==> config.mk <==
export PLATFORM = sky130hd
export DESIGN_NAME = fit_policy_block_allocator
export DESIGN_NICKNAME = d
export VERILOG_FILES = /design/src/sv/fpba_pkg.sv /design/src/sv/fpba_dp.sv /design/src/sv/fpba_ctrl.sv /design/src/sv/fit_policy_block_allocator.sv
export SDC_FILE = /design/constraint.sdc
export NUM_CORES = 1
export LEC_CHECK = 0
export BUFFER_PORTS_ARGS = -buffer_cell sky130_fd_sc_hd__buf_2
export CAP_MARGIN = 20
export CORE_MARGIN = 2
export CORE_UTILIZATION = 40
export CTS_CLUSTER_DIAMETER = 50
export DETAILED_ROUTE_END_ITERATION = 6
export GPL_TIMING_DRIVEN = 0
export HOLD_SLACK_MARGIN = 0.15
export PLACE_DENSITY_LB_ADDON = 0.1
export SLEW_MARGIN = 10
export SYNTH_ARGS = -nofsm -noshare
export SYNTH_HDL_FRONTEND = slang
export SYNTH_SLANG_ARGS = --single-unit
==> constraint.sdc <==
create_clock -name clk -period 4.7 [get_ports clk]
set_input_delay 0.705 -clock clk [delete_from_list [all_inputs] [get_ports clk]]
set_output_delay 0.705 -clock clk [all_outputs]
set_load 0.005 [all_outputs]
==> src/sv/fpba_pkg.sv <==
// fpba_pkg: shared types and codes for the fit-policy block allocator.
// No dependencies; used by fpba_ctrl, fpba_dp, the top level and fpba_checker.
`default_nettype none

package fpba_pkg;

	// input command codes
	localparam logic CMD_LOAD  = 1'b0;
	localparam logic CMD_ALLOC = 1'b1;

	// placement policies (code 3 behaves as first fit)
	localparam logic [1:0] FIT_FIRST = 2'd0;
	localparam logic [1:0] FIT_BEST  = 2'd1;
	localparam logic [1:0] FIT_WORST = 2'd2;

	// configuration register indexes
	localparam logic CFG_FIT_MODE    = 1'b0;
	localparam logic CFG_BLOCK_COUNT = 1'b1;

	localparam logic [1:0] FIT_MODE_RST    = FIT_FIRST;
	localparam logic [4:0] BLOCK_COUNT_RST = 5'd16;

	// controller -> datapath commands
	typedef struct packed {
		logic load_we;  // write a load transfer into the table
		logic start;    // latch request, clear search state
		logic rd_en;    // issue one table read
		logic wb;       // write back chosen entry, load result register
	} dp_cmd_t;

endpackage

`default_nettype wire

==> src/sv/fpba_dp.sv <==
// fpba_dp: free-size table, scan compare and result registers.
// Depends on fpba_pkg; driven by fpba_ctrl.
`default_nettype none

module fpba_dp #(
	parameter int NUM_BLOCKS = 16,
	parameter int SIZE_BITS  = 16
) (
	input  wire logic                          clk,
	input  wire logic                          arst_n,
	input  wire fpba_pkg::dp_cmd_t             cmd,
	input  wire logic [$clog2(NUM_BLOCKS)-1:0] rd_addr,
	input  wire logic [1:0]                    fit_mode,
	input  wire logic [3:0]                    block_index,
	input  wire logic [15:0]                   size,
	output logic                               granted,
	output logic [3:0]                         chosen_block,
	output logic [15:0]                        remaining_after
);

	localparam int IdxW = $clog2(NUM_BLOCKS);

	logic [SIZE_BITS-1:0]  mem [NUM_BLOCKS];
	logic [NUM_BLOCKS-1:0] valid_q;

	logic [SIZE_BITS-1:0] rd_data_s1;
	logic                 rd_live_s1;
	logic                 rd_vld_s1;
	logic [IdxW-1:0]      rd_idx_s1;

	logic [SIZE_BITS-1:0] req_q;
	logic [SIZE_BITS-1:0] best_q;
	logic [IdxW-1:0]      pick_q;
	logic                 found_q;

	logic [SIZE_BITS-1:0] in_size;
	logic [SIZE_BITS-1:0] cur;
	logic [SIZE_BITS-1:0] left;
	logic                 fits;
	logic                 take;
	logic                 load_ok;
	logic                 we;
	logic [IdxW-1:0]      wa;
	logic [SIZE_BITS-1:0] wd;

	assign in_size = SIZE_BITS'(size);
	assign load_ok = ({28'd0, block_index} < 32'(NUM_BLOCKS));
	assign cur     = rd_live_s1 ? rd_data_s1 : '0;
	assign fits    = (cur >= req_q);
	assign left    = best_q - req_q;

	always_comb begin
		case (fit_mode)
			fpba_pkg::FIT_BEST:  take = fits && (!found_q || cur < best_q);
			fpba_pkg::FIT_WORST: take = fits && (!found_q || cur > best_q);
			default:             take = fits && !found_q;
		endcase
	end

	// single write port: load or write-back
	always_comb begin
		if (cmd.wb) begin
			we = found_q;
			wa = pick_q;
			wd = left;
		end else begin
			we = cmd.load_we && load_ok;
			wa = IdxW'(block_index);
			wd = in_size;
		end
	end

	always_ff @(posedge clk) begin
		if (we) begin
			mem[wa] <= wd;
		end
		rd_data_s1 <= mem[rd_addr];
		rd_idx_s1  <= rd_addr;
	end

	always_ff @(posedge clk or negedge arst_n) begin
		if (!arst_n) begin
			valid_q    <= '0;
			rd_vld_s1  <= 1'b0;
			rd_live_s1 <= 1'b0;
			found_q    <= 1'b0;
		end else begin
			if (we) begin
				valid_q[wa] <= 1'b1;
			end
			rd_vld_s1  <= cmd.rd_en;
			rd_live_s1 <= valid_q[rd_addr];
			if (cmd.start) begin
				found_q <= 1'b0;
			end else if (rd_vld_s1 && take) begin
				found_q <= 1'b1;
			end
		end
	end

	always_ff @(posedge clk) begin
		if (cmd.start) begin
			req_q <= in_size;
		end
		if (rd_vld_s1 && take) begin
			best_q <= cur;
			pick_q <= rd_idx_s1;
		end
		if (cmd.wb) begin
			granted         <= found_q;
			chosen_block    <= found_q ? 4'(pick_q) : 4'd0;
			remaining_after <= found_q ? 16'(left) : 16'd0;
		end
	end

endmodule

`default_nettype wire

==> src/sv/fpba_ctrl.sv <==
// fpba_ctrl: handshakes, configuration registers and scan sequencer.
// Depends on fpba_pkg; commands fpba_dp.
`default_nettype none

module fpba_ctrl #(
	parameter int NUM_BLOCKS = 16
) (
	input  wire logic                          clk,
	input  wire logic                          arst_n,
	input  wire logic                          cfg_we,
	input  wire logic                          cfg_index,
	input  wire logic [4:0]                    cfg_wdata,
	input  wire logic                          in_valid,
	output logic                               in_ready,
	input  wire logic                          command,
	output logic                               out_valid,
	input  wire logic                          out_ready,
	output fpba_pkg::dp_cmd_t                  cmd,
	output logic [$clog2(NUM_BLOCKS)-1:0]      rd_addr,
	output logic [1:0]                         fit_mode
);

	localparam int IdxW = $clog2(NUM_BLOCKS);
	localparam int CntW = $clog2(NUM_BLOCKS + 1);

	typedef enum logic [1:0] {
		ST_IDLE,
		ST_SCAN,
		ST_WRITE
	} state_t;

	state_t          state_q;
	logic [CntW-1:0] idx_q;
	logic [4:0]      block_count_q;
	logic [CntW-1:0] lim;
	logic            in_xfer;
	logic            wb_go;

	assign lim = (32'(block_count_q) > 32'(NUM_BLOCKS)) ? CntW'(NUM_BLOCKS)
	                                                      : CntW'(block_count_q);

	assign in_ready = (state_q == ST_IDLE);
	assign in_xfer  = in_valid && in_ready;
	assign wb_go    = (state_q == ST_WRITE) && (!out_valid || out_ready);
	assign rd_addr  = idx_q[IdxW-1:0];

	always_comb begin
		cmd.load_we = in_xfer && (command == fpba_pkg::CMD_LOAD);
		cmd.start   = in_xfer && (command == fpba_pkg::CMD_ALLOC);
		cmd.rd_en   = (state_q == ST_SCAN) && (idx_q < lim);
		cmd.wb      = wb_go;
	end

	always_ff @(posedge clk or negedge arst_n) begin
		if (!arst_n) begin
			fit_mode      <= fpba_pkg::FIT_MODE_RST;
			block_count_q <= fpba_pkg::BLOCK_COUNT_RST;
		end else if (cfg_we) begin
			case (cfg_index)
				fpba_pkg::CFG_FIT_MODE:    fit_mode      <= cfg_wdata[1:0];
				fpba_pkg::CFG_BLOCK_COUNT: block_count_q <= cfg_wdata;
				default: ;
			endcase
		end
	end

	always_ff @(posedge clk or negedge arst_n) begin
		if (!arst_n) begin
			state_q   <= ST_IDLE;
			idx_q     <= '0;
			out_valid <= 1'b0;
		end else begin
			if (wb_go) begin
				out_valid <= 1'b1;
			end else if (out_ready) begin
				out_valid <= 1'b0;
			end
			case (state_q)
				ST_IDLE: begin
					idx_q <= '0;
					if (cmd.start) begin
						state_q <= ST_SCAN;
					end
				end
				ST_SCAN: begin
					// last compare lands in the cycle idx_q reaches lim
					if (idx_q < lim) begin
						idx_q <= idx_q + CntW'(1);
					end else begin
						state_q <= ST_WRITE;
					end
				end
				ST_WRITE: begin
					if (wb_go) begin
						state_q <= ST_IDLE;
					end
				end
				default: state_q <= ST_IDLE;
			endcase
		end
	end

endmodule

`default_nettype wire

==> src/sv/fit_policy_block_allocator.sv <==
// fit_policy_block_allocator: top level, controller plus datapath.
// Depends on fpba_pkg, fpba_ctrl and fpba_dp.
//
// Usage:
//  - Input channel (in_valid/in_ready): command, block_index, size.
//    A load transfer writes size into entry block_index (ignored if the
//    index is outside the table); no result.
//  - An allocate transfer scans entries 0 .. min(block_count, NUM_BLOCKS)-1
//    one per cycle through the table read port, then writes back the chosen
//    entry and registers the result; the next item is taken the cycle after
//    write-back.
//  - Output channel (out_valid/out_ready): granted, chosen_block,
//    remaining_after, held in an output register. Loads are still taken
//    while a result waits; an allocate that finishes its scan holds in
//    write-back until the output register is free.
//  - Config port: cfg_we, cfg_index (0 fit_mode, 1 block_count), cfg_wdata;
//    write only while idle.
//  - Reset (arst_n low): table reads as all zero, fit_mode first fit,
//    block_count 16, no result pending.
`default_nettype none

module fit_policy_block_allocator #(
	parameter int NUM_BLOCKS = 16,
	parameter int SIZE_BITS  = 16
) (
	input  wire logic        clk,
	input  wire logic        arst_n,
	input  wire logic        cfg_we,
	input  wire logic        cfg_index,
	input  wire logic [4:0]  cfg_wdata,
	input  wire logic        in_valid,
	output logic             in_ready,
	input  wire logic        command,
	input  wire logic [3:0]  block_index,
	input  wire logic [15:0] size,
	output logic             out_valid,
	input  wire logic        out_ready,
	output logic             granted,
	output logic [3:0]       chosen_block,
	output logic [15:0]      remaining_after
);

	fpba_pkg::dp_cmd_t                 cmd;
	logic [$clog2(NUM_BLOCKS)-1:0]     rd_addr;
	logic [1:0]                        fit_mode;

	// sequencer, handshakes and config registers
	fpba_ctrl #(
		.NUM_BLOCKS(NUM_BLOCKS)
	) u_ctrl (
		.clk       (clk),
		.arst_n    (arst_n),
		.cfg_we    (cfg_we),
		.cfg_index (cfg_index),
		.cfg_wdata (cfg_wdata),
		.in_valid  (in_valid),
		.in_ready  (in_ready),
		.command   (command),
		.out_valid (out_valid),
		.out_ready (out_ready),
		.cmd       (cmd),
		.rd_addr   (rd_addr),
		.fit_mode  (fit_mode)
	);

	// table, running best pick, result register
	fpba_dp #(
		.NUM_BLOCKS(NUM_BLOCKS),
		.SIZE_BITS (SIZE_BITS)
	) u_dp (
		.clk             (clk),
		.arst_n          (arst_n),
		.cmd             (cmd),
		.rd_addr         (rd_addr),
		.fit_mode        (fit_mode),
		.block_index     (block_index),
		.size            (size),
		.granted         (granted),
		.chosen_block    (chosen_block),
		.remaining_after (remaining_after)
	);

endmodule

`default_nettype wire

==> metrics.md, run 1 <==
| Metric | Value |
|---|---|
| Longest Clk Path Bufs | 3 |
| Final setup TNS | 0 ns |
| RR Endpoint | u_dp.best_q[5] |
| Core area | 38400 µm² |
| Post-Syn Area per Cell | 15.5 µm² |
| Final WL | 37100 µm |
| Post-Syn Instances | 998 |
| Final antenna-violating net count | 0 |
| Final-report setup violation count | 0 |
| Leak | 0.00661 µW |
| Final Hold Fails | 0 |
| Worst R2R Setup Slack | 0.92 ns |
| Clock Sinks | 367 |
| Status | completed |
| Final #Nets | 1208 |
| Power Density | 581 nW/µm² |
| Port-buffer cells | 54 |
| First-pass detailed-route iteration total | 4 |
| Number of global-route vias before repair | 8940 |
| Worst Tran Pin Value | 0.972 ns |
| Reg area | 10700 µm² |
| Max frequency | 265 MHz |
| Most frequent cell after synthesis | edfxtp_1 |
| Worst reg2reg startpoint | u_dp.rd_live_s1 |
| Post-synth net total | 1081 |
| Synth unique cells | 64 |
| Worst hold path type | in -> async |
| WL per Instance | 22.2 µm |
| Yosys top cell area share | 60.8% |
| First-pass GRT wire length | 56000 µm |
| Flops & latches, synth | 367 |
| Die Wd | 201 µm |
| CP Capture Type | flip-flop |
| Fin crit share | 80.3% |
| Rel. slew slack | 35.2% |
| Top cells by area, synth | edfxtp_1, dfrtp_1, mux4_2 |
| Clock Latency Late Sink | 0.57 ns |
| Area Growth Syn to Fin | 17.8% |
| Pre-CTS WS | 0.358 ns |
| Routability cong. | 0.909 |
| Critical Path Start Type | flip-flop |
| H-tree levels | 2 |
| Die height | 201 µm |
| Via count | 8691 |
| FFs w/ async S/R, synth | 9.26% |
| Layout Skew | 0.0142 ns |
| Worst EP required | 4.96 ns |
| Area leader, netlist | edfxtp_1 |
| Starting DRC count in detailed routing | 393 |
| RSZ-0062 raised after global routing | no |
| Hold buffer count at cts | 0 |
| Share of layout cells above drive strength 1 | 21.3% |
| Worst IR Drop VDD | 0.245 mV |
| Vias per inst | 5.19 |
| Post-synth EDFFs | 313 |
| Post-DP HPWL | 26600 µm |
| Predominant post-synthesis flop cell | edfxtp_1 |
| Mapped Area | 15500 µm² |
| Clk root buf | clkbuf_16 |
| CP arrival | 4.03 ns |
| Yosys Warn Count | 0 |
| Crit Path Category | reg -> reg |
| Worst-path clk slew | 0.06 ns |
| Starting Density | 40.3% |
| R2R depth | 11 |
| Synth cell count leaders | edfxtp_1, nand2_1, mux2i_1 |
| # DRC | 0 |
| Fin crit period | 3.78 ns |
| Grt total ovfl | 0 |
| Pin count of the biggest net entering global routing | 35 |
| CTS buffer count | 45 |
| Post-CTS setup buffers | 0 |
| Area of the multi-input gates | 4520 µm² |
| Placed Cells | 1595 |
| Crit-path max FO | 14 |
| Total Power | 10600 µW |
| # IOs | 55 |
| Seq/Total Area, Yosys | 68.9% |
| Max-Cap Viols | 0 |
| Fill cells | 3353 |
| Initial antenna violation count | 0 |
| Post-Layout Cell Count | 1675 |
| Fin worst setup slack | 0.924 ns |
| Final Util | 47.4% |
| Post-CTS Resized | 0 |
| Full die area | 40200 µm² |
| Final Max Tran Viols | 0 |
| CTS tree | done |
| Cell row count | 72 |
| Overall Global Routing Usage | 18.7% |
==> power by group <==
| part | total, µW | internal (µW) | switching, µW |
|---|---|---|---|
| Combinational | 2920 | 1130 | 1790 |
| Clock | 3340 | 2000 | 1340 |
| Sequential | 4320 | 4160 | 151 |
| Total | 10600 | 7290 | 3280 |
==> flip-flops by register name, indices dropped and copies added (netlist names) <==
name                  flops
u_dp.valid_q             16
u_dp.rd_data_s1          16
u_dp.mem                256
u_dp.pick_q               4
u_dp.rd_vld_s1            1
u_dp.rd_live_s1           1
u_ctrl.block_count_q      5
u_ctrl.idx_q              5
u_dp.rd_idx_s1            4
u_ctrl.fit_mode           2
u_dp.best_q              16
u_dp.remaining_after     16
u_ctrl.out_valid          1
u_dp.found_q              1
u_dp.req_q               16
u_dp.granted              1
u_ctrl.state_q            2
u_dp.chosen_block         4
==> worst max-delay path, stage by stage, from the launching register on <==
cell	delay, ns
dfrtp_1	0.48
clkbuf_1	0.35
and2_1	0.26
ha_1	0.27
nand3_1	0.13
nor2_1	0.06
a2111oi_0	0.32
nor3_1	0.10
or4_4	0.51
o31a_1	0.26
a22oi_2	0.45
buf_6	0.26
==> layer usage <==
metal  GRT usage, %  up-vias  wire (µm)
li1               -     4072          -
met1           26.2     4397      17300
met2           30.3      172      17600
met3           2.79       50       1510
met4           5.48        0        679
met5              0        -          0
==> area by class of cell <==
cell class,instances,share of cell area [%]
tap,518,3.56
clock buffer,58,6.91
inverter,45,0.928
timing repair buffer,80,3.42
sequential,367,58.5
antenna,1,0.0137
multi-input combinational,549,24.8
buffer,37,0.880
clock inverter,20,0.955
==> stage by stage <==
stage / cell area, µm² / hold slack, ns
after floorplan: 15500 / 0.372
after global placement: 16400 / 0.387
after detailed placement: 16800 / 0.384
after CTS: 18200 / 0.268
after global routing: 18200 / 0.319
final: 18200 / 0.264
==> cell families (layout without fill, tap and decap cells) <==
group | count (synthesis) | count (layout) | synth area share, %
DFF | 367 | 367 | 68.9
and+or+nand+nor | 201 | 201 | 6.48
buffers and inverters | 82 | 240 | 2.13
xor gates and xnor gates | 18 | 18 | 1.02
other | 0 | 1 | 0
adders and majority gates | 52 | 52 | 4.24
muxes | 116 | 116 | 10.5
AOI/OAI and AO/OA | 162 | 162 | 6.77
==> worst max path at each step <==
stage / start / end / slack, ns
after floorplan: u_dp.rd_live_s1 / u_dp.best_q[0] / 1.37
after global placement: out_ready / u_dp.mem[3][2] / 0.34
after detailed placement: u_dp.rd_live_s1 / u_dp.best_q[2] / 0.36
after CTS: u_dp.rd_live_s1 / u_dp.best_q[5] / 0.35
after global routing: u_dp.rd_live_s1 / u_dp.best_q[5] / 0.53
final: u_dp.rd_live_s1 / u_dp.best_q[5] / 0.92
==> cell usage in the layout, fill, tap and decap left out, types with 6 or more instances in the layout <==
| cell type | n |
|---|---|
| mux4_2 | 34 |
| nor2_1 | 23 |
| clkbuf_16 | 47 |
| clkinv_1 | 6 |
| clkbuf_1 | 29 |
| inv_1 | 44 |
| nand2b_1 | 11 |
| and2_1 | 21 |
| nand3_1 | 7 |
| buf_8 | 15 |
| edfxtp_1 | 313 |
| mux2_2 | 23 |
| o21ai_0 | 43 |
| buf_4 | 8 |
| a21o_1 | 10 |
| nand2_1 | 68 |
| xnor2_1 | 11 |
| o21ai_1 | 10 |
| dfxtp_1 | 20 |
| nor2b_1 | 7 |
| nor2_2 | 16 |
| buf_2 | 65 |
| ha_1 | 50 |
| a221oi_1 | 18 |
| mux2i_1 | 59 |
| or2_1 | 17 |
| a31oi_1 | 7 |
| xor2_1 | 7 |
| a22oi_1 | 18 |
| a21oi_1 | 32 |
| dfrtp_1 | 33 |
(Power assumes the default switching activity.)
==> inputs of run 2 (changes only) <==
clock period = 3.6 ns   (was 4.7 ns; I/O delays follow)
==> run 2 against run 1 <==
Wire length grew 1.1%. Final area grew 0.98%. Highest routed layer unchanged. First-iteration DRC count grew 18%. Clock skew shrank 0.0013 ns. Largest cell class unchanged. Sequential power grew 31%. Die area is the same. Core utilization grew 0.46 points. Via count grew 0.70%. Flip-flop and latch count is the same. Register-to-register slack lost 0.69 ns. Clock power grew 30%.
==> metrics.md, run 2 (same netlist as run 1, synthesis figures left out) <==
| Metric | Value |
|---|---|
| Status | completed |
| Worst-path clk slew | 0.06 ns (about the same) |
| Hold_ws | 0.177 ns (-0.0873 ns) |
| Max frequency | 297 MHz (+12%) |
| Final setup TNS | 0 ns (unchanged) |
| Final WL | 37500 µm (+1.1%) |
| Worst hold path type | in -> reg |
| Port-buffer cells | 54 (unchanged) |
| Clk root buf | clkbuf_16 |
| # DRC | 0 (unchanged) |
| Fin crit share | 93.5% (+13 points) |
| Routability cong. | 0.909 (unchanged) |
| CTS buffer count | 45 (unchanged) |
| Worst reg2reg startpoint | u_dp.rd_live_s1 |
| Post-route cell area | 18400 µm² (+0.98%) |
| Rel. slew slack | 35.8% (+0.57 points) |
| Worst setup path start | u_dp.rd_live_s1 |
| Via count | 8752 (+0.70%) |
| Cell row count | 72 (unchanged) |
| Leak | 0.00668 µW (+1.1%) |
| Largest Register | u_dp.mem |
| Die Wd | 201 µm (unchanged) |
| First-pass GRT wire length | 56600 µm (+1.0%) |
| Overall Global Routing Usage | 18.9% (+0.21 points) |
| CP arrival | 3.64 ns (-0.39 ns) |
| Fin crit period | 3.37 ns (-0.408 ns) |
| Final-report setup violation count | 0 (unchanged) |
| Final Hold Fails | 0 (unchanged) |
| # IOs | 55 (unchanged) |
| Largest register FFs | 256 (unchanged) |
| Most frequent cells in the layout | edfxtp_1, nand2_1, buf_2 |
| Worst IR Drop VDD | 0.321 mV (+31%) |
| Core area | 38400 µm² (unchanged) |
| Layout Skew | 0.0129 ns (-0.00132 ns) |
| Pin count of the biggest net entering global routing | 35 (unchanged) |
| Starting Density | 40.3% (unchanged) |
| Die height | 201 µm (unchanged) |
| Hold path start | size[3] |
| Final Util | 47.9% (+0.46 points) |
| Post-DP HPWL | 26600 µm (unchanged) |
| Worst EP required | 3.87 ns (-1.09 ns) |
| Grt total ovfl | 0 (unchanged) |
| Share of layout cells above drive strength 1 | 21.5% (+0.24 points) |
| Full die area | 40200 µm² (unchanged) |
| Worst Tran Pin Value | 0.964 ns (-0.00857 ns) |
| Area Growth Syn to Fin | 18.9% |
| Pre-CTS WS | -0.742 ns (-1.10 ns) |
| Critical Path Start Type | flip-flop |
| Number of global-route vias before repair | 9004 (+0.72%) |
| Antenna diode count | 0 (-1) |
| RSZ-0062 raised after global routing | no |
| Placed standard-cell area | 16800 µm² (unchanged) |
| WL per Instance | 22.2 µm (+0.23%) |
| Clock Sinks | 367 (unchanged) |
| Initial antenna violation count | 0 (unchanged) |
| Max-Cap Viols | 0 (unchanged) |
| Fin worst setup slack | 0.233 ns (-0.692 ns) |
| Final Max Tran Viols | 0 (unchanged) |
| Vias per inst | 5.18 (-0.13%) |
| Final #Nets | 1223 (+1.2%) |
| Power Density | 754 nW/µm² (+30%) |
| CP Capture Type | flip-flop |
| Crit Path Category | reg -> reg |
| Starting DRC count in detailed routing | 465 (+18%) |
| Clock Latency Late Sink | 0.57 ns (about the same) |
| Longest Clk Path Bufs | 3 (unchanged) |
| CTS tree | done |
| Final antenna-violating net count | 0 (unchanged) |
| First-pass detailed-route iteration total | 5 (+1) |
| Crit-path max FO | 10 (-4) |
| Commonest non-fill, non-tap cell in the layout | edfxtp_1 |
| H-tree levels | 2 (unchanged) |
-- run 2: worst paths after layout --
check | endpoint | slack, ns | cells past startpoint
max | u_dp.best_q[14] | 0.23 | 11
min reg2reg | u_dp.rd_idx_s1[0] | 0.39 | 0
max reg2reg | u_dp.best_q[14] | 0.23 | 11
max in group asynchronous | u_dp.rd_live_s1 | 2.33 | 2
min | u_dp.req_q[3] | 0.18 | 1
min in group asynchronous | u_ctrl.block_count_q[1] | 0.64 | 2
-- run 2: layout make-up --
cell class                 instances  area (µm²)
buffer                            37         164
clock buffer                      58        1260
clock inverter                    20         174
fill                            3347       20000
inverter                          45         169
multi-input combinational        550        4550
sequential                       367       10700
tap                              518         648
timing repair buffer              94         766
-- run 2: timing repair --
| action | CTS | global route |
|---|---|---|
| cloned | 1 | 0 |
| pin swaps | 2 | 0 |
| setup buffers | 3 | 0 |
| hold buffers | 12 | 0 |
| setup endpoints to repair | 20 | 20 |
| resized for setup | 3 | 5 |
| hold endpoints to repair | 44 | 0 |
-- run 2: power breakdown --
group          internal [µW]  switching (µW)  total (µW)  leakage, µW
clock                   2610            1740        4350     0.000696
sequential              5440             197        5640      0.00341
combinational           1510            2370        3890      0.00257
-- run 2: layer usage --
layer / up-vias / part of all wire [%] / track usage (%) / wire length [µm]
met2: 185 / 48 / 30.9 / 17900
li1: 4100 / - / - / -
met1: 4410 / 46 / 26.3 / 17300
met4: 0 / 2.0 / 5.48 / 741
met5: - / 0 / 0 / 0
met3: 57 / 4.3 / 2.79 / 1630
-- run 2: worst max-delay path: stages (launching register included) --
cell and delay (ns):
dfrtp_2 0.46, clkbuf_4 0.20, and2_1 0.19, ha_1 0.33, nand3_1 0.18, nor2_1 0.08, a2111oi_1 0.28, nor3_1 0.10
or4_4 0.51, o31a_1 0.32, a22oi_2 0.22, buf_4 0.20
-- run 2: through the flow --
stage / cells / power [µW]
2_1_floorplan: 998 / 8160
3_3_place_gp: 1570 / 9450
3_5_place_dp: 1595 / 9570
4_1_cts: 1689 / 14000
5_1_grt: 1689 / 14600
6_report: 1689 / 13900
